[config.mk]
export PLATFORM = sky130hd
export DESIGN_NAME = itvdft_sqrt
export DESIGN_NICKNAME = d
export VERILOG_FILES = /design/src/rtl/itvdft_sqrt.sv
export SDC_FILE = /design/constraint.sdc
export NUM_CORES = 1
export LEC_CHECK = 0
export BUFFER_PORTS_ARGS = -buffer_cell sky130_fd_sc_hd__buf_4
export CAP_MARGIN = 30
export CORE_MARGIN = 2
export CORE_UTILIZATION = 35
export CTS_CLUSTER_SIZE = 12
export DETAILED_ROUTE_END_ITERATION = 16
export PLACE_DENSITY_LB_ADDON = 0.08
export SLEW_MARGIN = 5
export SYNTH_ARGS = -nofsm -noshare
export SYNTH_HDL_FRONTEND = slang
export SYNTH_SLANG_ARGS = --single-unit
export TNS_END_PERCENT = 1
[constraint.sdc]
create_clock -name clock -period 26.6 [get_ports clock]
set_input_delay 3.99 -clock clock [delete_from_list [all_inputs] [get_ports clock]]
set_output_delay 3.99 -clock clock [all_outputs]
set_load 0.005 [all_outputs]
[src/rtl/itvdft_sqrt.sv]
// ----------------------------------------------------------------------------
// itvdft_sqrt
// Bit-serial integer square root of a value up to 2^60, one root bit a cycle.
// ----------------------------------------------------------------------------
module itvdft_sqrt (
   input  logic        clock,
   input  logic        reset,
   input  logic        start,
   input  logic [60:0] value,
   output logic        done,
   output logic [30:0] root
);

   logic [60:0] v_ff;
   logic [61:0] res_ff;
   logic [60:0] bit_ff;
   logic [4:0]  cnt_ff;
   logic        run_ff;
   logic        done_ff;
   logic [61:0] trial;

   assign trial = res_ff + {1'b0, bit_ff};

   always_ff @(posedge clock) begin
      if (reset) begin
         run_ff  <= 1'b0;
         done_ff <= 1'b0;
         cnt_ff  <= '0;
      end else begin
         done_ff <= !start && run_ff && (cnt_ff == 5'd30);
         if (start) begin
            run_ff <= 1'b1;
            cnt_ff <= '0;
            v_ff   <= value;
            res_ff <= '0;
            bit_ff <= 61'h1 << 60;
         end else if (run_ff) begin
            // one trial subtract per cycle
            if ({1'b0, v_ff} >= trial) begin
               v_ff   <= 61'({1'b0, v_ff} - trial);
               res_ff <= (res_ff >> 1) + {1'b0, bit_ff};
            end else begin
               res_ff <= res_ff >> 1;
            end
            bit_ff <= bit_ff >> 2;
            cnt_ff <= cnt_ff + 5'd1;
            if (cnt_ff == 5'd30) begin
               run_ff <= 1'b0;
            end
         end
      end
   end

   assign done = done_ff;
   assign root = res_ff[30:0];

endmodule

==> impl_results.md <==
- Status: finished, final reports clean
- Die height: 210 µm
- Count leader, synth: nand2_1
- Cts repair resizes: 0
- Vias post-DR: 13000
- Post-CTS setup buffer count: 0
- Least-Margin Pin Slew: 0.936 ns
- Initial Utilization: 0.355
- Total CTS buffers: 17
- Adder-Cell Fraction of Synth Area: 0.108
- Synth area leader: edfxtp_1
- Clock transition at the registers of the reported paths: 0.07 ns
- Routed WL: 45300 µm
- Synth Area in Simple Gates: 0.191
- WP data required: 26.82 ns
- Final Instance Area: 16500 µm²
- Setup Viol. Count Final: 0
- Post-place instance area: 15800 µm²
- # IOs: 96
- Ys flop type: edfxtp_1
- Wire length per cell: 19.8 µm
- F_max: 136 MHz
- Die ar.: 44200 µm²
- Number of global-route vias before repair: 12700
- Antenna violations before repair: 0
- Startpoint types: flop
- Die Wd: 210 µm
- Arr. time, crit path: 7.56 ns
- Clk Latency, worst-skew pair: 0.46 ns
- P&R area growth vs syn: 10.8%
- Site row count: 75
- Antenna cells: 0
- DR iter-0 viols: 833
- Synth Cell Area: 14900 µm²
- Core Area: 41900 µm²
- Syn_area_per_cell: 8.66 µm²
- Grt ovf: 0
- RSZ-0062 raised after global routing: false
- Crit-path max FO: 76
- Final GP Congestion: 0.896
- Crit. End Element: flop
- Root buffer cell: clkbuf_16
- Hold Buf Count CTS: 0
- Synth area leaders: edfxtp_1 31%, ha_1 11%, nand2_1 4.6%
- Fin crit share: 0.276
- Rel. slew slack: 0.368
- Synth warnings: 0
- Multiplexer area fraction after synthesis: 0.0135
- Htree depth: 4
- Avg Vias per Cell: 5.69
- Register area share after synthesis: 0.320
- Min Hold Slack: 0.521 ns
- Largest family of logic cells by synthesized area: compound AO/OA/AOI/OAI gates
- XOR/XNOR Fraction of Synth Area: 0.0848
- Fin crit period: 7.35 ns
- CTS tree: built
- Max-Cap Viols: 0
- Critical path class: reg -> reg
- Mapped Cells: 1717
- Routed Antenna Nets: 0
- Clock tree buffer depth: 2
- GRT Total Usage: 0.208
- HPWL Detailed: 34300 µm
- DRT Pass-1 Iters: 5
- Largest net degree at the start of global routing: 166
- Power Density: 63.5 nW/µm²
- Post-synth EDFFs: 154
- Pleak: 0.00616 µW
- Number of synthesized register bits: 161
- Share of cells above drive strength 1: 0.102
- Synth Area in Compound Gates: 0.237
- Clock sink count: 161
- Async SR Flop Fraction: 0
- Setup_tns: 0 ns
- First-pass GRT wire length: 72000 µm
- Synth unique cells: 75
- I/O Buffers: 95
- Synth top area share: 0.311
- Worst Skew: 0.0109 ns
- Remaining DRCs: 0
- Syn_nets: 1909
- Hold Path Class: reg -> reg
- VDD IR max: 0.0000409 V
- Final Hold Vio Count: 0
- Max-slew violation count: 0
- Commonest cells post-synth: 181 x nand2_1, 154 x edfxtp_1, 142 x nor2_1
- NumNets Final: 1931
[final timing paths]
check	cells past startpoint	to	start	slack [ns]
min	2	cnt_ff[4]	cnt_ff[4]	0.52
max	23	res_ff[41]	res_ff[4]	19.25
min reg2reg	2	cnt_ff[4]	cnt_ff[4]	0.52
max reg2reg	23	res_ff[41]	res_ff[4]	19.25
[critical path: stages (launching register included)]
cell and delay (ns):
edfxtp_1 0.51, ha_1 0.41, a211oi_1 0.09, a211oi_1 0.43, a31oi_1 0.26, a221oi_1 0.57
nor2_1 0.17, o21ai_0 0.41, a21oi_1 0.20, o21ai_0 0.31, xnor2_1 0.14, ha_1 0.40
and2_1 0.31, nand3_1 0.11, or4_1 0.43, nor3_1 0.15, a31oi_1 0.12, o221ai_1 0.30
a211oi_4 0.05, buf_4 0.26, nor2_4 0.13, buf_4 0.65, o311ai_0 0.31, mux2_2 0.34
[metal layers]
layer	GRT usage	up-vias	wire length, µm
li1	-	6455	-
met1	0.260	6259	20300
met5	0	-	0
met4	0.0582	0	939
met3	0.0296	46	1370
met2	0.372	267	22700
[stage by stage]
step	setup WS (ns)	std cells	total power, µW	utilization
CTS	19.25	2291	1050	0.393
global route	18.56	2291	1120	0.393
finish	19.25	2291	1050	0.393
floorplan	15.28	1717	657	-
detailed placement	19.29	2259	770	0.378
global placement	19.38	2259	771	0.378
[where the power goes]
| part | internal (µW) | leakage, µW | total (µW) | switching, µW |
|---|---|---|---|---|
| Clock | 166 | 0.000296 | 281 | 115 |
| Sequential | 312 | 0.00154 | 337 | 25.5 |
| Combinational | 170 | 0.00433 | 429 | 258 |
[registers in the layout (all words and copies together) (netlist names)]
signal and count:
run_ff 1, res_ff 62, bit_ff 31, done 1, cnt_ff 5, v_ff 61
[placed cells by master (no fill, tap or decap), drive strengths merged, types with 10 or more instances in the layout]
cell    instances
edfxtp        154
and3           12
a31o           16
nand2b         14
o31ai          14
a31oi          67
nor2          143
and2           10
nor3b          11
o21a           19
nand4          45
inv            37
nand3          32
nand2         181
a21boi         10
clkbuf         18
a21o           41
a211oi         45
o21bai         24
o211ai         16
xnor2          77
ha            127
buf           104
a21oi         106
nor3           40
nor2b          53
o21ai         139
xor2           67
mux2i          11
[kinds of logic after synthesis]
family / count (synthesis)
and+or+nand+nor: 582
muxes: 19
buffers and inverters: 138
adders and majority gates: 128
xor gates and xnor gates: 144
AOI/OAI and AO/OA: 545
DFF: 161
[layout make-up]
cell class,instances,area (µm²)
inverters,37,139
well taps,539,674
fillers,4261,25500
multi-input cells,1418,9460
clock buffers,18,429
repair buffers,104,797
clock inverters,14,214
flip-flops and latches,161,4760
No activity file was read; power rests on OpenSTA's default activity.
