--- config.mk ---
export PLATFORM = sky130hd
export DESIGN_NAME = itvdft_cordic
export DESIGN_NICKNAME = d
export VERILOG_FILES = /design/src/rtl/itvdft_pkg.sv /design/src/rtl/itvdft_cordic.sv
export SDC_FILE = /design/constraint.sdc
export NUM_CORES = 1
export LEC_CHECK = 0
export BUFFER_PORTS_ARGS = -buffer_cell sky130_fd_sc_hd__clkbuf_2
export CORE_MARGIN = 2
export CORE_UTILIZATION = 40
export CTS_CLUSTER_SIZE = 12
export DETAILED_ROUTE_END_ITERATION = 8
export SYNTH_ARGS = -nofsm -noshare
export SYNTH_HDL_FRONTEND = slang
export SYNTH_SLANG_ARGS = --single-unit
--- constraint.sdc ---
create_clock -name clock -period 6.4 [get_ports clock]
set_input_delay 0.64 -clock clock [delete_from_list [all_inputs] [get_ports clock]]
set_output_delay 0.64 -clock clock [all_outputs]
set_load 0.01 [all_outputs]
--- src/rtl/itvdft_pkg.sv ---
// ----------------------------------------------------------------------------
// itvdft_pkg
// Shared types, constants and tables for the image to visibility dft unit.
// ----------------------------------------------------------------------------
package itvdft_pkg;

   // image and channel limits
   localparam int MAX_RA_CELLS  = 64;
   localparam int MAX_DEC_CELLS = 64;
   localparam int MAX_CHANNELS  = 64;
   localparam int PIX_DEPTH     = MAX_RA_CELLS * MAX_DEC_CELLS;
   localparam int PIX_AW        = 12;
   localparam int CH_AW         = 6;
   localparam int CNT_W         = 7;

   // speed of light in m/s, the delay divisor
   localparam logic [28:0] LIGHT_MPS = 29'd299792458;

   // cordic
   localparam int CORDIC_STEPS = 16;
   localparam logic signed [33:0] CORDIC_GAIN = 34'sd652032874;

   // accumulator limits
   localparam logic signed [49:0] ACC_MAX = 50'sd140737488355327;
   localparam logic signed [49:0] ACC_MIN = -50'sd140737488355328;

   typedef enum logic [1:0] {
      OP_LOAD_PIXEL = 2'd0,
      OP_LOAD_FREQ  = 2'd1,
      OP_BASELINE   = 2'd2
   } op_type;

   typedef enum logic [2:0] {
      CSR_RA_START   = 3'd0,
      CSR_RA_STEP    = 3'd1,
      CSR_RA_CELLS   = 3'd2,
      CSR_DEC_START  = 3'd3,
      CSR_DEC_STEP   = 3'd4,
      CSR_DEC_CELLS  = 3'd5,
      CSR_CHAN_COUNT = 3'd6
   } csr_index_type;

   typedef enum logic [4:0] {
      ST_IDLE,
      ST_PIX_RD,
      ST_PIX_RR,
      ST_PIX_DD,
      ST_PIX_SQ,
      ST_PIX_UVW,
      ST_PIX_MV,
      ST_PIX_MW,
      ST_PIX_MD,
      ST_PIX_DIV,
      ST_CH_RD,
      ST_CH_M1,
      ST_CH_M2,
      ST_CH_M3,
      ST_CH_DIV,
      ST_CH_COR,
      ST_CH_T1,
      ST_CH_T2,
      ST_OUT_RD,
      ST_OUT_EM
   } state_type;

   typedef struct packed {
      logic [1:0]         operation;
      logic [11:0]        index;
      logic signed [31:0] flux;
      logic [23:0]        freq_khz;
      logic signed [31:0] u_mm;
      logic signed [31:0] v_mm;
      logic signed [31:0] w_mm;
   } req_type;

   typedef struct packed {
      logic [5:0]         channel;
      logic signed [47:0] vis_real;
      logic signed [47:0] vis_imag;
      logic               last;
   } rsp_type;

   // arctangent of 2^-i in units of 2^-32 turn
   function automatic logic [29:0] atan_turn(input logic [3:0] i);
      logic [29:0] a;
      unique case (i)
         4'd0:  a = 30'd536870912;
         4'd1:  a = 30'd316933406;
         4'd2:  a = 30'd167458907;
         4'd3:  a = 30'd85004756;
         4'd4:  a = 30'd42667331;
         4'd5:  a = 30'd21354465;
         4'd6:  a = 30'd10679838;
         4'd7:  a = 30'd5340245;
         4'd8:  a = 30'd2670163;
         4'd9:  a = 30'd1335087;
         4'd10: a = 30'd667544;
         4'd11: a = 30'd333772;
         4'd12: a = 30'd166886;
         4'd13: a = 30'd83443;
         4'd14: a = 30'd41722;
         default: a = 30'd20861;
      endcase
      return a;
   endfunction

   // count register clamped to its maximum
   function automatic logic [6:0] clamp_cells(input logic [6:0] cnt, input logic [6:0] lim);
      return (cnt > lim) ? lim : cnt;
   endfunction

   // clamp a widened sum to the 48-bit range
   function automatic logic signed [47:0] sat48(input logic signed [49:0] v);
      logic signed [49:0] c;
      if (v > ACC_MAX) begin
         c = ACC_MAX;
      end else if (v < ACC_MIN) begin
         c = ACC_MIN;
      end else begin
         c = v;
      end
      return c[47:0];
   endfunction

endpackage

--- src/rtl/itvdft_cordic.sv ---
// ----------------------------------------------------------------------------
// itvdft_cordic
// Iterative cordic: cosine and sine of a 32-bit phase in turns, one
// rotation a cycle, quadrant folded in at the end.
// ----------------------------------------------------------------------------
module itvdft_cordic (
   input  logic               clock,
   input  logic               reset,
   input  logic               start,
   input  logic [31:0]        phase,
   output logic               done,
   output logic signed [33:0] cos_out,
   output logic signed [33:0] sin_out
);

   logic signed [33:0] x_ff, y_ff, z_ff;
   logic signed [33:0] x_in, y_in, z_in;
   logic signed [33:0] cs_ff, sn_ff;
   logic [1:0]         quad_ff;
   logic [3:0]         cnt_ff;
   logic               run_ff;
   logic               done_ff;

   // one micro-rotation
   always_comb begin
      logic signed [33:0] xs, ys, at;
      xs = x_ff >>> cnt_ff;
      ys = y_ff >>> cnt_ff;
      at = $signed({4'b0, itvdft_pkg::atan_turn(cnt_ff)});
      if (z_ff >= 0) begin
         x_in = x_ff - ys;
         y_in = y_ff + xs;
         z_in = z_ff - at;
      end else begin
         x_in = x_ff + ys;
         y_in = y_ff - xs;
         z_in = z_ff + at;
      end
   end

   always_ff @(posedge clock) begin
      if (reset) begin
         run_ff  <= 1'b0;
         done_ff <= 1'b0;
         cnt_ff  <= '0;
      end else begin
         done_ff <= !start && run_ff
                    && (cnt_ff == 4'(itvdft_pkg::CORDIC_STEPS - 1));
         if (start) begin
            run_ff  <= 1'b1;
            cnt_ff  <= '0;
            x_ff    <= itvdft_pkg::CORDIC_GAIN;
            y_ff    <= '0;
            z_ff    <= $signed({4'b0, phase[29:0]});
            quad_ff <= phase[31:30];
         end else if (run_ff) begin
            x_ff   <= x_in;
            y_ff   <= y_in;
            z_ff   <= z_in;
            cnt_ff <= cnt_ff + 4'd1;
            if (cnt_ff == 4'(itvdft_pkg::CORDIC_STEPS - 1)) begin
               run_ff <= 1'b0;
               // quadrant map
               unique case (quad_ff)
                  2'd0: begin cs_ff <= x_in;  sn_ff <= y_in;  end
                  2'd1: begin cs_ff <= -y_in; sn_ff <= x_in;  end
                  2'd2: begin cs_ff <= -x_in; sn_ff <= -y_in; end
                  default: begin cs_ff <= y_in; sn_ff <= -x_in; end
               endcase
            end
         end
      end
   end

   assign done    = done_ff;
   assign cos_out = cs_ff;
   assign sin_out = sn_ff;

endmodule

==> key figures, run 1 <==
Logic synthesis
  – Ys flop type: edfxtp_1
  – Seq/Total Area, Yosys: 0.263
  – Adder-cell share of the synthesized area: 0.0657
  – Post-synthesis compound-gate area fraction: 0.218
  – Mean Syn Cell Area: 8.55 sq um
  – Synthesis-stage register bit count: 208
  – Syn_nets: 2768
  – Synth top area cells: edfxtp_1, mux4_2, ha_1, nand2_1, o21ai_0
  – Asr flop ratio synth: 0
  – Simple-gate area share of the yosys netlist: 0.208
  – Yosys top cell area share: 0.231
  – XOR/XNOR Fraction of Synth Area: 0.0766
  – Synth area leader: edfxtp_1
  – Number of synthesized flops with an enable pin: 172
  – YS warnings: 0
  – Largest family of logic cells by synthesized area: compound AO/OA/AOI/OAI gates
  – Post-synthesis cell type count: 113
  – Cell area after synthesis: 22400 sq um
  – Multiplexer share of the synthesized area: 0.126
  – Gate Count Post-Synth: 2618

Flow run
  – Max Cap Viol: 0

Route
  – WL/cell: 20.7 um
  – DRT antenna net count: 0
  – Via-to-Cell Ratio: 5.90
  – First DRT Iteration DRCs: 1924
  – Drt first pass iters: 8
  – Vias post-DR: 23300
  – Drt total wl: 81700 um
  – Drc violations: 0

Die
  – I/O Pins: 104
  – Die width: 241 um
  – Initial Util: 0.406
  – Die Span Y: 241 um
  – Core Rows: 86
  – Core area: 55200 sq um
  – Die Area: 57900 sq um

Critical path
  – Reg-to-reg endpoint: cos_out[32]
  – Setup crit start kind: register
  – Setup CP Type: register to register
  – Worst Path Buf+Inv: 4
  – CP Data Required Time: 6.75 ns
  – Arr. time, crit path: 6.84 ns
  – Worst R2R Start: cnt_ff[1]
  – Family with the most delay on the worst path: simple AND/OR/NAND/NOR gates
  – Stages on the worst setup path: 25
  – CP max stage cell: or4_4
  – Setup crit end: cos_out[32]
  – Critical path origin: cnt_ff[1]
  – Setup crit end kind: register
  – Flop2flop setup slack: -0.09 ns
  – Worst-case reg-to-reg path depth: 25
  – Critical-path maximum fanout: 7
  – Max stage delay on crit path: 0.59 ns

Power and ir drop
  – Power Density: 556 nW/um^2
  – Lkg Pwr: 12.3 nW
  – VDD IR max: 0.341 mV

GRT
  – First-pass GRT wire length: 127000 um
  – Initial antenna violation count: 0
  – Largest net degree at the start of global routing: 98
  – Global Route Usage Sum: 0.279
  – Vias in the first global route: 22600
  – Congestion Overflow GR: 0

Worst hold path
  – HP Start: phase[30]
  – Worst min-delay path class: primary input to register

CTS
  – CTS tree: yes
  – CTS root buf: clkbuf_16
  – Num CTS Buffers: 27
  – Clock tree sinks: 208
  – Deepest clock path buffer count: 3
  – CTS clock-pin slew for the worst setup and hold paths: 0.07 ns
  – Htree depth: 1
  – Skew-Pair Late Insertion Delay: 0.60 ns

STA
  – Relative slew slack: 0.335
  – Worst hold slack: 0.226 ns
  – Final setup margin: -0.0902 ns
  – Final setup viols: 3
  – Tcrit/Tclk final: 1.01
  – F_max: 154 MHz
  – Fin. Hold Viols: 0
  – Slew @ Worst Pin: 0.998 ns
  – RSZ-0062 raised after global routing: yes
  – Setup Skew: 0.0204 ns
  – Slew Viols, Final: 0
  – Fin crit period: 6.49 ns

Cells and area
  – Layout area overhead: 32.4%
  – Fill cell count: 5124
  – Final nets: 3330
  – Antenna diodes: 0
  – Most frequent cells in the layout: buf_4, nand2_1, nor2_1
  – Layout Cells excl Fill: 3949
  – Post-route cell area: 29600 sq um
  – Most common cell after layout, fill and taps aside: buf_4
  – Layout cells sized above 1: 0.335

Placed design
  – Placed cells: 3847
  – PortBufs: 103
  – DPL Wire Length: 63500 um
  – Routability cong.: 0.960
  – Placed instance area: 27400 sq um

Run status
  – Outcome: finished, violations left
  – Violations in the final reports: setup timing
[where the power goes]
part           leakage, nW  switching (mW)  internal, mW
Combinational         9.93            6.70          5.92
Sequential            1.90           0.263          1.91
Clock                0.482           0.692          1.00
Total                 12.3            7.65          8.83
[logic make-up (layout without fill, tap and decap cells)]
family,Yosys count,in the layout
AOI/OAI and AO/OA,753,753
xor gates and xnor gates,193,193
adders and majority gates,116,116
buffers and inverters,225,808
DFF,208,208
muxes,175,175
and+or+nand+nor,948,948
[stage by stage]
stage / TNS (ns) / power (mW) / setup WS [ns] / util
after global placement: -2.60 / 13.6 / -0.287 / 0.496
after CTS: -0.0224 / 15.9 / -0.0224 / 0.526
final: -0.240 / 16.5 / -0.0902 / 0.537
after detailed placement: -4.15 / 13.8 / -0.425 / 0.496
after floorplan: -0.468 / 8.73 / -0.151 / -
after global routing: -1.74 / 17.6 / -0.237 / 0.537
[layer usage]
| metal | part of all wire | GRT usage | vias up |
|---|---|---|---|
| li1 | - | - | 11000 |
| met1 | 0.42 | 0.361 | 11300 |
| met2 | 0.48 | 0.474 | 838 |
| met3 | 0.059 | 0.0315 | 172 |
| met4 | 0.044 | 0.113 | 0 |
| met5 | 0 | 0 | - |
[cell type report]
class                           count  area (sq um)  area share
Sequential cell                   208          5900       0.199
Clock inverter                     18           219     0.00739
Multi-Input combinational cell   2185         16500       0.558
Tap cell                          748           936      0.0316
Inverter                           65           245     0.00828
Timing Repair Buffer              693          5070       0.171
Clock buffer                       32           747      0.0252
[synth_stat cells, types with 25 or more instances]
library cell / number
o211ai_1: 33
and3_1: 30
xnor2_1: 100
a31oi_1: 28
nand3_1: 67
nand2b_1: 42
or3_1: 33
nor3_1: 48
dfxtp_1: 36
ha_1: 112
mux2i_1: 67
nor2_1: 223
mux2_2: 27
a21o_1: 50
xor2_1: 91
inv_1: 64
clkbuf_1: 112
o21ai_0: 198
nor2b_1: 35
o31ai_1: 25
edfxtp_1: 172
mux4_2: 71
nand2_1: 328
a21oi_1: 187
a211oi_1: 32
[repair_timing]
item,in CTS,in global routing
setup buffers,31,21
setup endpoints to repair,19,20
gates resized for setup,113,111
endpoints found under the hold margin,0,0
pin swaps,38,49
hold buffers,0,0
[worst reg2reg max path, cell delays in order, from the launching register on]
cell and delay, ns:
dfxtp_4 0.41, buf_4 0.14, buf_4 0.14, mux4_2 0.55, a21oi_2 0.18, nand2_2 0.09, a2bb2oi_4 0.18, nor2b_4 0.16
and3_4 0.25, nand2_4 0.09, buf_6 0.12, o41ai_4 0.21, xnor2_1 0.12, ha_1 0.31, a21o_1 0.19, and3_4 0.18
nor4_2 0.24, inv_1 0.10, o211a_4 0.28, and4_1 0.15, or3_4 0.39, or4_4 0.59, or4b_4 0.50, nand3b_1 0.19
xor2_1 0.17, a211o_1 0.30
[worst min-delay path by stage]
stage	cells after the start	to	slack (ns)
6_report	1	quad_ff[0]	0.23
5_1_grt	1	quad_ff[1]	0.21
4_1_cts	1	quad_ff[0]	0.20
3_5_place_dp	2	done	0.69
3_3_place_gp	2	done	0.69
2_1_floorplan	2	run_ff	0.58
(Power assumes the default switching activity.)
==> inputs of run 2 (changes only) <==
--- a/config.mk
+++ b/config.mk
@@ -6,10 +6,14 @@
 export NUM_CORES = 1
 export LEC_CHECK = 0
 export BUFFER_PORTS_ARGS = -buffer_cell sky130_fd_sc_hd__clkbuf_2
+export CELL_PAD_IN_SITES_DETAIL_PLACEMENT = 0
+export CELL_PAD_IN_SITES_GLOBAL_PLACEMENT = 1
 export CORE_MARGIN = 2
 export CORE_UTILIZATION = 40
 export CTS_CLUSTER_SIZE = 12
 export DETAILED_ROUTE_END_ITERATION = 8
+export PLACE_DENSITY = 0.73
 export SYNTH_ARGS = -nofsm -noshare
 export SYNTH_HDL_FRONTEND = slang
 export SYNTH_SLANG_ARGS = --single-unit
+export TNS_END_PERCENT = 5
==> key figures, run 2 (synthesis results as in run 1) <==
Run status
  – Outcome: finished, violations left
  – Violations in the final reports: setup timing

Placed design
  – Placement Setup Slack: -0.637 ns
  – Routability cong.: 0.976
  – PortBufs: 103
  – DPL Wire Length: 64500 um

Die
  – Core area: 55200 sq um
  – Die width: 241 um
  – Die Span Y: 241 um
  – I/O Pins: 104
  – Die Area: 57900 sq um
  – Core Rows: 86
  – Initial Util: 0.406

STA
  – Fin crit period: 6.54 ns
  – Worst hold slack: 0.229 ns
  – Slew Viols, Final: 0
  – Fin. Hold Viols: 0
  – RSZ-0062 raised after global routing: yes
  – Final setup margin: -0.139 ns
  – Relative slew slack: 0.331
  – Tcrit/Tclk final: 1.02
  – Setup Skew: 0.0249 ns
  – Final setup viols: 10
  – F_max: 153 MHz
  – Slew @ Worst Pin: 1.00 ns

Route
  – Drt first pass iters: 5
  – Via-to-Cell Ratio: 5.81
  – Drt total wl: 83300 um
  – DRT antenna net count: 0
  – WL/cell: 21.1 um
  – First DRT Iteration DRCs: 1884
  – Vias post-DR: 22900
  – Drc violations: 0

Power and ir drop
  – Lkg Pwr: 12.2 nW
  – Total power: 16.4 mW
  – Power Density: 557 nW/um^2
  – VDD IR max: 0.308 mV

Critical path
  – CP Data Required Time: 6.74 ns
  – CP most frequent cell: buf_4
  – Max stage delay on crit path: 0.60 ns
  – CP max stage cell: mux4_1
  – Worst Path Buf+Inv: 5
  – Stages on the worst setup path: 26
  – Critical-path maximum fanout: 6
  – Setup CP Type: register to register
  – Worst-case reg-to-reg path depth: 26
  – Setup crit start kind: register
  – Family with the most delay on the worst path: simple AND/OR/NAND/NOR gates
  – Arr. time, crit path: 6.88 ns
  – Setup crit end kind: register

CTS
  – CTS root buf: clkbuf_16
  – CTS clock-pin slew for the worst setup and hold paths: 0.06 ns
  – Skew-Pair Late Insertion Delay: 0.59 ns
  – Clock tree sinks: 208
  – Num CTS Buffers: 29
  – Deepest clock path buffer count: 3
  – CTS hold repair buffers: 0
  – CTS tree: yes
  – Htree depth: 1

GRT
  – Global Route Usage Sum: 0.281
  – Congestion Overflow GR: 0
  – Initial antenna violation count: 1
  – Vias in the first global route: 22300
  – Largest net degree at the start of global routing: 97
  – First-pass GRT wire length: 128000 um

Cells and area
  – Layout cells sized above 1: 0.325
  – Final nets: 3318
  – Most common cell after layout, fill and taps aside: buf_4
  – Most frequent cells in the layout: buf_4, nand2_1, nor2_1
  – Layout area overhead: 31.3%
  – Fill cell count: 5095

Worst hold path
  – Hold Crit Depth: 1
  – Worst min-delay path class: primary input to register

Flow run
  – Max Cap Viol: 0
-- run 2: cell type report --
class                   instances  area [sq um]  share of cell area
multi-input cells            2185         16400               0.556
well taps                     748           936              0.0318
clock buffers                  40           807              0.0275
flip-flops and latches        208          5900               0.201
repair buffers                679          5030               0.171
clock inverters                14           121             0.00413
inverters                      65           249             0.00847
diodes                          1          2.50           0.0000851
-- run 2: worst paths after layout --
check	start	slack, ns	to
worst max-delay path	cnt_ff[1]	-0.14	cos_out[32]
worst min-delay path	phase[31]	0.23	quad_ff[1]
worst max register to register	cnt_ff[1]	-0.14	cos_out[32]
worst min register to register	run_ff	0.75	cnt_ff[0]
-- run 2: per-layer routing --
layer  track usage  share of wire  vias to the layer above
li1              -              -                    10900
met1         0.376           0.44                    11200
met2         0.479           0.48                      683
met3        0.0256          0.048                      128
met4        0.0903          0.036                        0
met5             0              0                        -
-- run 2: worst register-to-register path: stages (launching register included) --
cell and delay, ns:
dfxtp_4 0.43, buf_6 0.13, buf_4 0.12, mux4_1 0.60, mux2_2 0.34, nand2_1 0.09
o21a_1 0.16, ha_2 0.19, nand2_1 0.08, or2_4 0.30, o31ai_4 0.19, xnor2_1 0.15
ha_1 0.29, buf_4 0.15, buf_4 0.13, a31o_2 0.21, a31oi_4 0.22, a31o_4 0.20
buf_4 0.15, a311oi_2 0.15, or3_1 0.39, or3_4 0.41, nor3_4 0.24, nand3_2 0.12
or4_4 0.45, mux2i_1 0.13, a211o_1 0.26
-- run 2: timing repair --
action | 4_1_cts | 5_1_grt
pin swaps | 66 | 32
buffers inserted | 38 | 10
cloned | 1 | 0
resized for setup | 132 | 55
endpoints found under the setup margin | 22 | 28
-- run 2: where the power goes --
part | leakage (nW) | switching (mW) | total [mW] | internal (mW)
logic | 9.86 | 6.75 | 12.6 | 5.85
registers | 1.90 | 0.250 | 2.16 | 1.91
clock network | 0.442 | 0.694 | 1.62 | 0.925
-- run 2: per-stage QoR --
step / cell area, sq um / cells / setup TNS (ns) / util
2_1_floorplan: 22600 / 2618 / -0.503 / -
3_3_place_gp: 27300 / 3838 / -6.40 / 0.495
3_5_place_dp: 27300 / 3838 / -6.99 / 0.495
4_1_cts: 29100 / 3929 / 0 / 0.527
5_1_grt: 29400 / 3939 / -4.16 / 0.533
6_report: 29400 / 3940 / -0.715 / 0.533
