==> config.mk <==
export PLATFORM = sky130hd
export DESIGN_NAME = itvdft_div
export DESIGN_NICKNAME = d
export VERILOG_FILES = /design/src/rtl/itvdft_pkg.sv /design/src/rtl/itvdft_div.sv
export SDC_FILE = /design/constraint.sdc
export NUM_CORES = 1
export LEC_CHECK = 0
export BUFFER_PORTS_ARGS = -buffer_cell sky130_fd_sc_hd__buf_2
export CAP_MARGIN = 20
export CORE_UTILIZATION = 50
export DETAILED_ROUTE_END_ITERATION = 16
export PLACE_DENSITY_LB_ADDON = 0.05
export SLEW_MARGIN = 20
export SYNTH_ARGS = -nofsm -noshare
export SYNTH_HDL_FRONTEND = slang
export SYNTH_SLANG_ARGS = --single-unit
==> constraint.sdc <==
create_clock -name clock -period 8.02 [get_ports clock]
set_input_delay 0.802 -clock clock [delete_from_list [all_inputs] [get_ports clock]]
set_output_delay 0.802 -clock clock [all_outputs]
set_load 0.005 [all_outputs]
==> src/rtl/itvdft_pkg.sv <==
// ----------------------------------------------------------------------------
// itvdft_pkg
// Shared types, constants and tables for the image to visibility dft unit.
// ----------------------------------------------------------------------------
package itvdft_pkg;

   // image and channel limits
   localparam int MAX_RA_CELLS  = 64;
   localparam int MAX_DEC_CELLS = 64;
   localparam int MAX_CHANNELS  = 64;
   localparam int PIX_DEPTH     = MAX_RA_CELLS * MAX_DEC_CELLS;
   localparam int PIX_AW        = 12;
   localparam int CH_AW         = 6;
   localparam int CNT_W         = 7;

   // speed of light in m/s, the delay divisor
   localparam logic [28:0] LIGHT_MPS = 29'd299792458;

   // cordic
   localparam int CORDIC_STEPS = 16;
   localparam logic signed [33:0] CORDIC_GAIN = 34'sd652032874;

   // accumulator limits
   localparam logic signed [49:0] ACC_MAX = 50'sd140737488355327;
   localparam logic signed [49:0] ACC_MIN = -50'sd140737488355328;

   typedef enum logic [1:0] {
      OP_LOAD_PIXEL = 2'd0,
      OP_LOAD_FREQ  = 2'd1,
      OP_BASELINE   = 2'd2
   } op_type;

   typedef enum logic [2:0] {
      CSR_RA_START   = 3'd0,
      CSR_RA_STEP    = 3'd1,
      CSR_RA_CELLS   = 3'd2,
      CSR_DEC_START  = 3'd3,
      CSR_DEC_STEP   = 3'd4,
      CSR_DEC_CELLS  = 3'd5,
      CSR_CHAN_COUNT = 3'd6
   } csr_index_type;

   typedef enum logic [4:0] {
      ST_IDLE,
      ST_PIX_RD,
      ST_PIX_RR,
      ST_PIX_DD,
      ST_PIX_SQ,
      ST_PIX_UVW,
      ST_PIX_MV,
      ST_PIX_MW,
      ST_PIX_MD,
      ST_PIX_DIV,
      ST_CH_RD,
      ST_CH_M1,
      ST_CH_M2,
      ST_CH_M3,
      ST_CH_DIV,
      ST_CH_COR,
      ST_CH_T1,
      ST_CH_T2,
      ST_OUT_RD,
      ST_OUT_EM
   } state_type;

   typedef struct packed {
      logic [1:0]         operation;
      logic [11:0]        index;
      logic signed [31:0] flux;
      logic [23:0]        freq_khz;
      logic signed [31:0] u_mm;
      logic signed [31:0] v_mm;
      logic signed [31:0] w_mm;
   } req_type;

   typedef struct packed {
      logic [5:0]         channel;
      logic signed [47:0] vis_real;
      logic signed [47:0] vis_imag;
      logic               last;
   } rsp_type;

   // arctangent of 2^-i in units of 2^-32 turn
   function automatic logic [29:0] atan_turn(input logic [3:0] i);
      logic [29:0] a;
      unique case (i)
         4'd0:  a = 30'd536870912;
         4'd1:  a = 30'd316933406;
         4'd2:  a = 30'd167458907;
         4'd3:  a = 30'd85004756;
         4'd4:  a = 30'd42667331;
         4'd5:  a = 30'd21354465;
         4'd6:  a = 30'd10679838;
         4'd7:  a = 30'd5340245;
         4'd8:  a = 30'd2670163;
         4'd9:  a = 30'd1335087;
         4'd10: a = 30'd667544;
         4'd11: a = 30'd333772;
         4'd12: a = 30'd166886;
         4'd13: a = 30'd83443;
         4'd14: a = 30'd41722;
         default: a = 30'd20861;
      endcase
      return a;
   endfunction

   // count register clamped to its maximum
   function automatic logic [6:0] clamp_cells(input logic [6:0] cnt, input logic [6:0] lim);
      return (cnt > lim) ? lim : cnt;
   endfunction

   // clamp a widened sum to the 48-bit range
   function automatic logic signed [47:0] sat48(input logic signed [49:0] v);
      logic signed [49:0] c;
      if (v > ACC_MAX) begin
         c = ACC_MAX;
      end else if (v < ACC_MIN) begin
         c = ACC_MIN;
      end else begin
         c = v;
      end
      return c[47:0];
   endfunction

endpackage

==> src/rtl/itvdft_div.sv <==
// ----------------------------------------------------------------------------
// itvdft_div
// Long division of a 64-bit unsigned value by the speed of light constant,
// four quotient bits per cycle, low 32 quotient bits and the remainder kept.
// ----------------------------------------------------------------------------
module itvdft_div (
   input  logic        clock,
   input  logic        reset,
   input  logic        start,
   input  logic [63:0] dividend,
   output logic        done,
   output logic [31:0] quotient,
   output logic [28:0] remainder
);

   logic [63:0] dvd_ff, dvd_in;
   logic [28:0] rem_ff, rem_in;
   logic [31:0] quo_ff, quo_in;
   logic [3:0]  cnt_ff;
   logic        run_ff;
   logic        done_ff;

   // four restoring steps per cycle
   always_comb begin
      logic [29:0] t;
      rem_in = rem_ff;
      dvd_in = dvd_ff;
      quo_in = quo_ff;
      for (int j = 0; j < 4; j++) begin
         t = {rem_in, dvd_in[63]};
         dvd_in = {dvd_in[62:0], 1'b0};
         if (t >= {1'b0, itvdft_pkg::LIGHT_MPS}) begin
            rem_in = 29'(t - {1'b0, itvdft_pkg::LIGHT_MPS});
            quo_in = {quo_in[30:0], 1'b1};
         end else begin
            rem_in = t[28:0];
            quo_in = {quo_in[30:0], 1'b0};
         end
      end
   end

   always_ff @(posedge clock) begin
      if (reset) begin
         run_ff  <= 1'b0;
         done_ff <= 1'b0;
         cnt_ff  <= '0;
      end else begin
         done_ff <= !start && run_ff && (cnt_ff == 4'd15);
         if (start) begin
            run_ff <= 1'b1;
            cnt_ff <= '0;
            dvd_ff <= dividend;
            rem_ff <= '0;
            quo_ff <= '0;
         end else if (run_ff) begin
            dvd_ff <= dvd_in;
            rem_ff <= rem_in;
            quo_ff <= quo_in;
            cnt_ff <= cnt_ff + 4'd1;
            if (cnt_ff == 4'd15) begin
               run_ff <= 1'b0;
            end
         end
      end
   end

   assign done      = done_ff;
   assign quotient  = quo_ff;
   assign remainder = rem_ff;

endmodule

==> results of run 1 <==
-- cells in the final DEF, fill, tap and decap left out, drive strengths merged, types with 18 or more instances in the layout --
cell type / count
xnor2: 58
nor2b: 32
nor3: 33
mux2: 67
nand4: 18
xor2: 35
edfxtp: 125
o21ai: 49
a21oi: 50
nand3: 34
a211oi: 20
nand2: 68
inv: 22
buf: 178
nor2: 83
-- state kept, by name (all words and copies together) (netlist names) --
signal	count
run_ff	1
cnt_ff	4
remainder	29
dvd_ff	64
quotient	32
done	1
-- through the flow --
step / util (%) / hold slack [ns] / instances
6_report: 59.87 / 0.5003 / 1383
5_1_grt: 59.87 / 0.5356 / 1383
4_1_cts: 59.85 / 0.5053 / 1383
3_5_place_dp: 56.41 / 0.4837 / 1351
3_3_place_gp: 56.41 / 0.4891 / 1351
2_1_floorplan: - / 0.4512 / 992
-- cell type report --
class	instances	share of cell area, %
inverters	16	0.5327
repair buffers	178	9.144
flip-flops and latches	131	34.36
clock buffers	17	3.773
multi-input cells	766	47.33
well taps	260	2.885
clock inverters	15	1.975
-- cells by family (layout without fill, tap and decap cells) --
kind of cell | count (synthesis) | after routing | synth area share (%)
compound gates | 235 | 235 | 17.57
fa+ha+maj | 4 | 4 | 0.4904
mux | 74 | 74 | 8.503
buf+inv | 95 | 226 | 5.135
flops | 131 | 131 | 39.95
xor+xnor | 93 | 93 | 8.477
simple gates | 360 | 360 | 19.87
-- layer usage --
metal  vias to the layer above  wire [um]
met1                      3923      12800
met3                        39       1779
li1                       3945          -
met5                         -          0
met2                       329      12590
met4                         0        573
-- worst reg2reg max path, stage by stage (launching register included) --
cell and delay, ns:
edfxtp_1 0.58, or3_4 0.48, nor4b_4 0.36, o221ai_2 0.31
a32oi_1 0.47, xnor2_1 0.30, o211ai_1 0.35, o21ai_1 0.30
mux2_2 0.39, o32ai_2 0.40, a311oi_2 0.11, a311oi_1 0.49
o21ai_1 0.16, nor2_1 0.25, buf_4 0.29, a311o_1 0.34
o2111a_1 0.29, a211oi_4 0.10, o31a_2 0.43, or3_1 0.44
xnor2_1 0.22, nor2_1 0.09
-- timing repair --
item,4_1_cts,5_1_grt
resized for setup,0,2
endpoints found under the setup margin,0,24
hold endpoints to repair,0,0
-- synth_stat cells, types with 5 or more instances --
cell      instances
or4_1             5
a211oi_1         16
o22ai_1           6
mux2i_1           7
inv_1            16
nand2b_1          8
a21boi_0          5
o21ai_1           9
dfxtp_1           6
a31oi_1          11
and3_1           14
a21o_1            8
o31a_1            5
mux2_2           67
nor4_1            8
xor2_1           35
xnor2_1          57
nor3_1           31
clkbuf_1         29
o211ai_1         11
nand3_1          33
o31ai_1          12
nor2b_1          32
buf_4            32
edfxtp_1        125
and2_1           15
buf_2            10
a21oi_1          48
or3_1             6
or2_2             5
nand4_1          18
nand2_1          68
o21ai_0          39
nor2_1           82
buf_1             6
-- worst max path at each step --
| stage | cells past startpoint | endpoint |
|---|---|---|
| floorplan | 5 | run_ff |
| finish | 21 | remainder[5] |
| global placement | 22 | remainder[22] |
| global route | 23 | remainder[12] |
| detailed placement | 22 | remainder[22] |
| CTS | 22 | remainder[22] |
==> impl_metrics.tcl, run 1 <==
set metrics [dict create \
    grt_usage_pct 28.54 \
    clk_path_buf_depth 2 \
    synth_ff_type "edfxtp_1" \
    grt.met1_usage_pct 39.62 \
    drt_iter0_drc 595 \
    yosysTopAreaCell "edfxtp_1" \
    vias_per_cell 5.955 \
    outcome "completed" \
    hold_class "reg -> reg" \
    relSlewSlack_pct 35.04 \
    path_buf_inv 1 \
    dpl_cell_area_um2 10620 \
    hold_buffers 0 \
    path_clk_slew_ns 0.06 \
    initial_core_util_pct 51.50 \
    totalWireLength_um 27740 \
    num-fill-cells 1647 \
    ys_seq_area_share_pct 39.95 \
    seq_area_um2 3874 \
    startpoint_type "flip-flop" \
    die_h_um 141.3 \
    tns_ns 0 \
    yosysWarnings 0 \
    slowest_stage "edfxtp_1" \
    hpwlAfterDp_um 20470 \
    required_ns 8.14 \
    worstMarginPinSlew_ns 0.9743 \
    finalSetupViolCount 0 \
    hold_viol 0 \
    cp_top_family "compound AO/OA/AOI/OAI gates" \
    synth_cell_type_count 101 \
    period_share_pct 93.07 \
    synth_nets 1062 \
    cp_max_fo 16 \
    layout-drive-gt1-share_pct 28.58 \
    antennaDiodeCount 0 \
    critPathCaptureType "flip-flop" \
    route.detailed.drc 0 \
    row_count 50 \
    grt_pass1_wl_um 43750 \
    cp.arrival_ns 7.58 \
    io_pins 129 \
    synth-seq-cells 131 \
    post_cts_buffers 0 \
    crit_chain "or3_4 -> nor4b_4 -> o221ai_2 -> a32oi_1 -> xnor2_1 -> o211ai_1 -> o21ai_1 -> mux2_2 -> o32ai_2 -> a311oi_2 -> a311oi_1 -> o21ai_1 -> nor2_1 -> buf_4 -> a311o_1 -> o2111a_1 -> a211oi_4 -> o31a_2 -> or3_1 -> xnor2_1 -> nor2_1" \
    min_period_ns 7.464 \
    overflow 0 \
    yosys.area.top_type_share_pct 38.71 \
    clkLatencyLatePin_ns 0.42 \
    slew_viol_final 0 \
    worstReg2RegStart "remainder[25]" \
    cts_sinks 131 \
    maxCapViolations 0 \
    top_usage_layer "met2" \
    cts_made_buffers 17 \
    slowest_delay_ns 0.58 \
    wl_per_cell_um 20.06 \
    crit_type "reg -> reg" \
    min_path_cells 2 \
    reg2reg_depth 21 \
    coreArea_um2 18830 \
    skew_ns 0.01136 \
    die_x_um 141.3 \
    ff2ff_setup_slack_ns 0.56 \
    multi_input_area_um2 5336 \
    synth-edff-count 125 \
    die-area_um2 19950 \
    fmax_mhz 134.0 \
    avgSynthCellArea_um2 9.775 \
    synth.area.top_cells "edfxtp_1, mux2_2, xnor2_1, nor2_1, xor2_1" \
    final_nets 1180 \
    cts_tree "done" \
    worstHoldStart "cnt_ff[3]" \
    netlist_area_um2 9697 \
    grt_max_degree 98 \
    syn_inst 992 \
    firstDrtPassIters 5 \
    route.vias.total 8236 \
    ctsHtreeMaxLevel 4 \
    antenna_found_initial 0 \
    pre_cts_ws_ns 0.3994 \
    port_buffers 128 \
    final_cell_area_um2 11270 \
    r2r_end "remainder[5]" \
    grt_use_met3_pct 4.860 \
    area_growth_pct 16.27 \
    grtUsageMet2_pct 44.84 \
    gp_congestion 0.9632 \
    async_flop_share_pct 0 \
    cp-startpoint "remainder[25]" \
    drtAntennaViolNets 0 \
    clk_root_buffer_cell "clkbuf_16" \
    timing.final.ws_setup_ns 0.5561 \
    hold_end "done" \
    rsz0062_at_grt "no" \
    grt_pass1_vias 7899 \
]
Power of run 1 is left out: the tool's default activity adds up to more than one toggle a clock period on the data nets, which glitch-free logic cannot reach.
==> run 2: changes to the inputs <==
- CELL_PAD_IN_SITES_DETAIL_PLACEMENT: default -> 2
- CELL_PAD_IN_SITES_GLOBAL_PLACEMENT: default -> 2
- CORE_UTILIZATION: 50 -> 37
==> run 2 against run 1 <==
Critical path depth is 3 higher. Setup slack lost 0.16 ns. Clock skew up 0.0013 ns. Fmax fell by 2.1%. Register-to-register slack got worse by 0.16 ns. Design area increased by 1.9%. Sequential cell count stayed put. Critical path type unchanged. Critical endpoint is now remainder[6].
==> impl_metrics.tcl, run 2 (same netlist as run 1, synthesis figures left out) <==
set metrics [dict create \
    outcome "completed" \
    row_count 58 \
    clkLatencyLatePin_ns 0.43 \
    totalWireLength_um 36070 \
    drt_iter0_drc 716 \
    required_ns 8.21 \
    antenna_found_initial 1 \
    min_path_cells 2 \
    min_period_ns 7.626 \
    route.detailed.drc 0 \
    ctsHtreeMaxLevel 4 \
    port_buffers 128 \
    skew_ns 0.01270 \
    hold_class "reg -> reg" \
    maxCapViolations 0 \
    wl_per_cell_um 24.47 \
    slew_viol_final 0 \
    cp_max_fo 20 \
    route.vias.total 8570 \
    grt_max_degree 89 \
    finalSetupViolCount 0 \
    initial_core_util_pct 38.07 \
    relSlewSlack_pct 28.94 \
    regMostFlops "dvd_ff" \
    critPathCaptureType "flip-flop" \
    r2r_end "remainder[6]" \
    rsz0062_at_grt "no" \
    io_pins 129 \
    dpl_cell_area_um2 10870 \
    coreArea_um2 25470 \
    firstDrtPassIters 7 \
    hpwlAfterDp_um 27370 \
    cts_resized 0 \
    tns_ns 0 \
    cts_made_buffers 17 \
    period_share_pct 95.09 \
    layout-drive-gt1-share_pct 30.16 \
    area_growth_pct 18.44 \
    cts_tree "done" \
    path_clk_slew_ns 0.07 \
    die_h_um 163.9 \
    worstReg2RegStart "remainder[25]" \
    crit_type "reg -> reg" \
    worstMarginPinSlew_ns 1.066 \
    largest_reg_flops 64 \
    vias_per_cell 5.814 \
    post_cts_buffers 0 \
    grt_usage_pct 27.30 \
    grt_pass1_wl_um 54430 \
    gp_congestion 0.8143 \
    reg2reg_depth 24 \
    hold_buffers 0 \
    fmax_mhz 131.1 \
    antennaDiodeCount 0 \
    cp.arrival_ns 7.82 \
    final_cell_area_um2 11480 \
    overflow 0 \
    die_x_um 163.9 \
    hold_end "done" \
    ff2ff_setup_slack_ns 0.39 \
    grt_pass1_vias 9146 \
    die-area_um2 26860 \
    hold_viol 0 \
    layout_commonest_cell "buf_2" \
    worstHoldStart "cnt_ff[3]" \
    final_nets 1201 \
    final_cell_mix "buf_2, edfxtp_1, nor2_1" \
    startpoint_type "flip-flop" \
    drtAntennaViolNets 0 \
    clk_path_buf_depth 2 \
    clk_root_buffer_cell "clkbuf_16" \
    cts_sinks 131 \
]
==> run 2: cell types whose count changed in the layout (fill, tap and decap cells not counted), sizes merged <==
cell	previous run	this run
buf	178	199
clkinv	5	3
inv	22	25
clkinvlp	0	2
bufinv	4	1
==> run 2: metal layers <==
layer,track usage (%),vias to the layer above,routed length (um)
met5,0,-,0
met4,8.291,0,706
met3,4.722,38,1636
met2,45.72,223,17400
met1,35.80,4342,16330
li1,-,3967,-
==> run 2: per-stage QoR <==
step / cells / setup slack, ns / hold slack, ns / util (%)
global route: 1474 / 0.02123 / 0.5472 / 45.09
detailed placement: 1442 / 0.3487 / 0.5076 / 42.67
floorplan: 992 / 0.8340 / 0.4512 / -
CTS: 1474 / 0.1788 / 0.5268 / 44.98
finish: 1474 / 0.3939 / 0.5202 / 45.09
global placement: 1442 / 0.5622 / 0.5000 / 42.67
==> run 2: final cells by class <==
type	instances	area (um^2)
fillers	2797	13990
well taps	330	412.9
clock buffers	17	425.4
flip-flops and latches	131	3874
multi-input cells	766	5360
clock inverters	15	163.9
inverters	16	60.06
repair buffers	199	1189
==> run 2: how the worst max path moves through the flow <==
stage	startpoint	cells past startpoint	slack, ns	end
after floorplan	start	5	0.83	run_ff
after global placement	remainder[0]	24	0.56	remainder[6]
after detailed placement	remainder[0]	25	0.35	remainder[27]
after CTS	remainder[1]	24	0.18	remainder[6]
after global routing	remainder[1]	23	0.02	remainder[23]
final	remainder[25]	24	0.39	remainder[6]
==> run 2: critical path: stages, from the launching register on <==
cell	delay (ns)
edfxtp_1	0.58
or3_4	0.48
nor4b_4	0.35
o221ai_4	0.26
nand2_1	0.20
buf_4	0.25
nand4b_1	0.14
mux2i_1	0.41
and3_1	0.34
a21boi_2	0.20
or4_1	0.56
a21o_1	0.26
nor2_1	0.26
buf_4	0.19
nor4b_2	0.42
nor2_1	0.19
buf_12	0.20
a311o_1	0.40
o2111a_1	0.32
a211oi_4	0.33
o31ai_2	0.12
buf_4	0.21
buf_4	0.16
and3_1	0.17
nor3_1	0.35
Power of run 2 is left out for the same reason.
==> run 3: changes to the inputs <==
- ABC_AREA: default -> 1
- CORE_UTILIZATION: 37 -> 32
==> run 3 against run 2 <==
Global-route usage fell by 0.83 points. Clock skew fell by 0.0046 ns. Synthesized cell count rose by 83%. Via count rose by 39%. Critical path type unchanged. Critical endpoint is now remainder[21]. Highest routed layer unchanged.
==> impl_metrics.tcl, run 3 <==
set metrics [dict create \
    cp.arrival_ns 7.54 \
    synth_cell_type_count 40 \
    critPathCaptureType "flip-flop" \
    gp_congestion 0.9214 \
    ctsHtreeMaxLevel 4 \
    totalWireLength_um 46880 \
    row_count 68 \
    antennaDiodeCount 0 \
    grt_usage_pct 26.47 \
    layout_commonest_cell "nand2_1" \
    startpoint_type "flip-flop" \
    crit_type "reg -> reg" \
    route.detailed.drc 0 \
    num-fill-cells 4396 \
    antenna_found_initial 0 \
    overflow 0 \
    synth-seq-cells 131 \
    die_x_um 189.2 \
    rsz0062_at_grt "no" \
    hpwlAfterDp_um 37710 \
    cts_tree "done" \
    maxCapViolations 0 \
    grt_max_degree 87 \
    path_clk_slew_ns 0.07 \
    io_pins 129 \
    async_flop_share_pct 0 \
    initial_core_util_pct 32.46 \
    clk_root_buffer_cell "clkbuf_16" \
    tns_ns 0 \
    drtAntennaViolNets 0 \
    largest_reg_flops 64 \
    clkLatencyLatePin_ns 0.43 \
    area_growth_pct 12.16 \
    cts_made_buffers 17 \
    fmax_mhz 135.8 \
    hold_viol 0 \
    final_cell_area_um2 12580 \
    drt_iter0_drc 541 \
    clk_path_buf_depth 2 \
    cts_sinks 131 \
    yosys-top-cells-count "nand2_1, nor2_1, inv_1, nand3_1, edfxtp_1" \
    slew_viol_final 0 \
    cp_max_fo 42 \
    die_h_um 189.2 \
    firstDrtPassIters 5 \
    avgSynthCellArea_um2 6.192 \
    slowest_delay_ns 0.56 \
    coreArea_um2 34540 \
    yosys.area.top_type_share_pct 33.47 \
    grt_pass1_wl_um 72520 \
    route.vias.total 11918 \
    hold_class "reg -> reg" \
    vias_per_cell 5.044 \
    synth.most_common_cell "nand2_1" \
    netlist_area_um2 11210 \
    synth_ff_type "edfxtp_1" \
    port_buffers 128 \
    synth_nets 1881 \
    worstMarginPinSlew_ns 0.9180 \
    syn_inst 1811 \
    finalSetupViolCount 0 \
    synth.area.top_cells "edfxtp_1, nand2_1, nor2_1, nand3_1, inv_1" \
    regMostFlops "dvd_ff" \
    dpl_cell_area_um2 11960 \
    period_share_pct 91.80 \
    wl_per_cell_um 19.84 \
    relSlewSlack_pct 38.80 \
    final_nets 1965 \
    skew_ns 0.008101 \
    grt_pass1_vias 12695 \
    die-area_um2 35790 \
    yosysWarnings 0 \
    crit_top_cell "nand2_1" \
    synth-edff-count 125 \
    final_cell_mix "nand2_1, nor2_1, inv_1" \
    yosysTopAreaCell "edfxtp_1" \
    slowest_stage "edfxtp_1" \
    min_period_ns 7.363 \
    hold_buffers 0 \
    required_ns 8.20 \
    layout-drive-gt1-share_pct 13.31 \
    outcome "completed" \
    ys_seq_area_share_pct 34.55 \
]
==> run 3: cell types whose count changed after synthesis, sizes merged, moves of 27 or more <==
cell / previous run / this run
nor3: 33 / 6
xnor2: 58 / 3
inv: 16 / 225
mux2: 67 / 0
nor2: 83 / 262
nand3: 34 / 178
nand2: 68 / 798
nor2b: 32 / 0
==> run 3: worst paths after layout <==
| check | slack, ns | depth (start not counted) | to | start |
|---|---|---|---|---|
| setup / recovery | 0.66 | 41 | remainder[21] | remainder[9] |
| hold / removal | 0.51 | 2 | dvd_ff[26] | dvd_ff[22] |
| setup reg to reg | 0.66 | 41 | remainder[21] | remainder[9] |
| hold reg to reg | 0.51 | 2 | dvd_ff[26] | dvd_ff[22] |
==> run 3: kinds of logic (layout without fill, tap and decap cells) <==
group,Yosys count,after routing,share of synthesized area [%]
and+or+nand+nor,1269,1269,46.65
buffers and inverters,302,399,12.49
DFF,131,131,34.55
AOI/OAI and AO/OA,84,84,4.263
xor gates and xnor gates,22,22,1.718
adders and majority gates,3,3,0.3348
==> run 3: timing repair <==
action | CTS | global route
endpoints found under the setup margin | 0 | 29
buffers inserted | 0 | 2
gates resized for setup | 0 | 3
==> run 3: final cells by class <==
class	instances	area [um^2]	share of cell area, %
Multi-Input combinational cell	1378	5973	47.49
Sequential cell	131	3874	30.80
Inverter	228	855.8	6.805
Timing Repair Buffer	139	725.7	5.770
Tap cell	455	569.3	4.526
Clock buffer	17	425.4	3.382
Clock inverter	15	153.9	1.224
==> run 3: per-layer routing <==
| layer | track usage, % | routed length [um] | up-vias |
|---|---|---|---|
| met2 | 49.51 | 24530 | 179 |
| met5 | 0 | 0 | - |
| met1 | 31.95 | 20250 | 5909 |
| met4 | 7.568 | 1024 | 0 |
| met3 | 2.373 | 1076 | 56 |
| li1 | - | - | 5774 |
==> run 3: through the flow <==
stage,hold slack (ns),util [%],std cells,setup WS (ns)
after global placement,0.4535,34.62,2329,0.5311
final,0.5107,36.41,2363,0.6573
after global routing,0.5347,36.41,2363,0.008900
after floorplan,0.4386,-,1811,0.3190
after CTS,0.5154,36.30,2361,0.2321
after detailed placement,0.4972,34.62,2329,0.2753
==> run 3: worst max-delay path: cells and delay by family, from the launching register on <==
family | cells | cell delay, ns
compound gates | 2 | 0.33
buf+inv | 7 | 0.96
fa+ha+maj | 1 | 0.18
flops | 1 | 0.56
simple gates | 31 | 5.05
Power of run 3 is left out for the same reason.
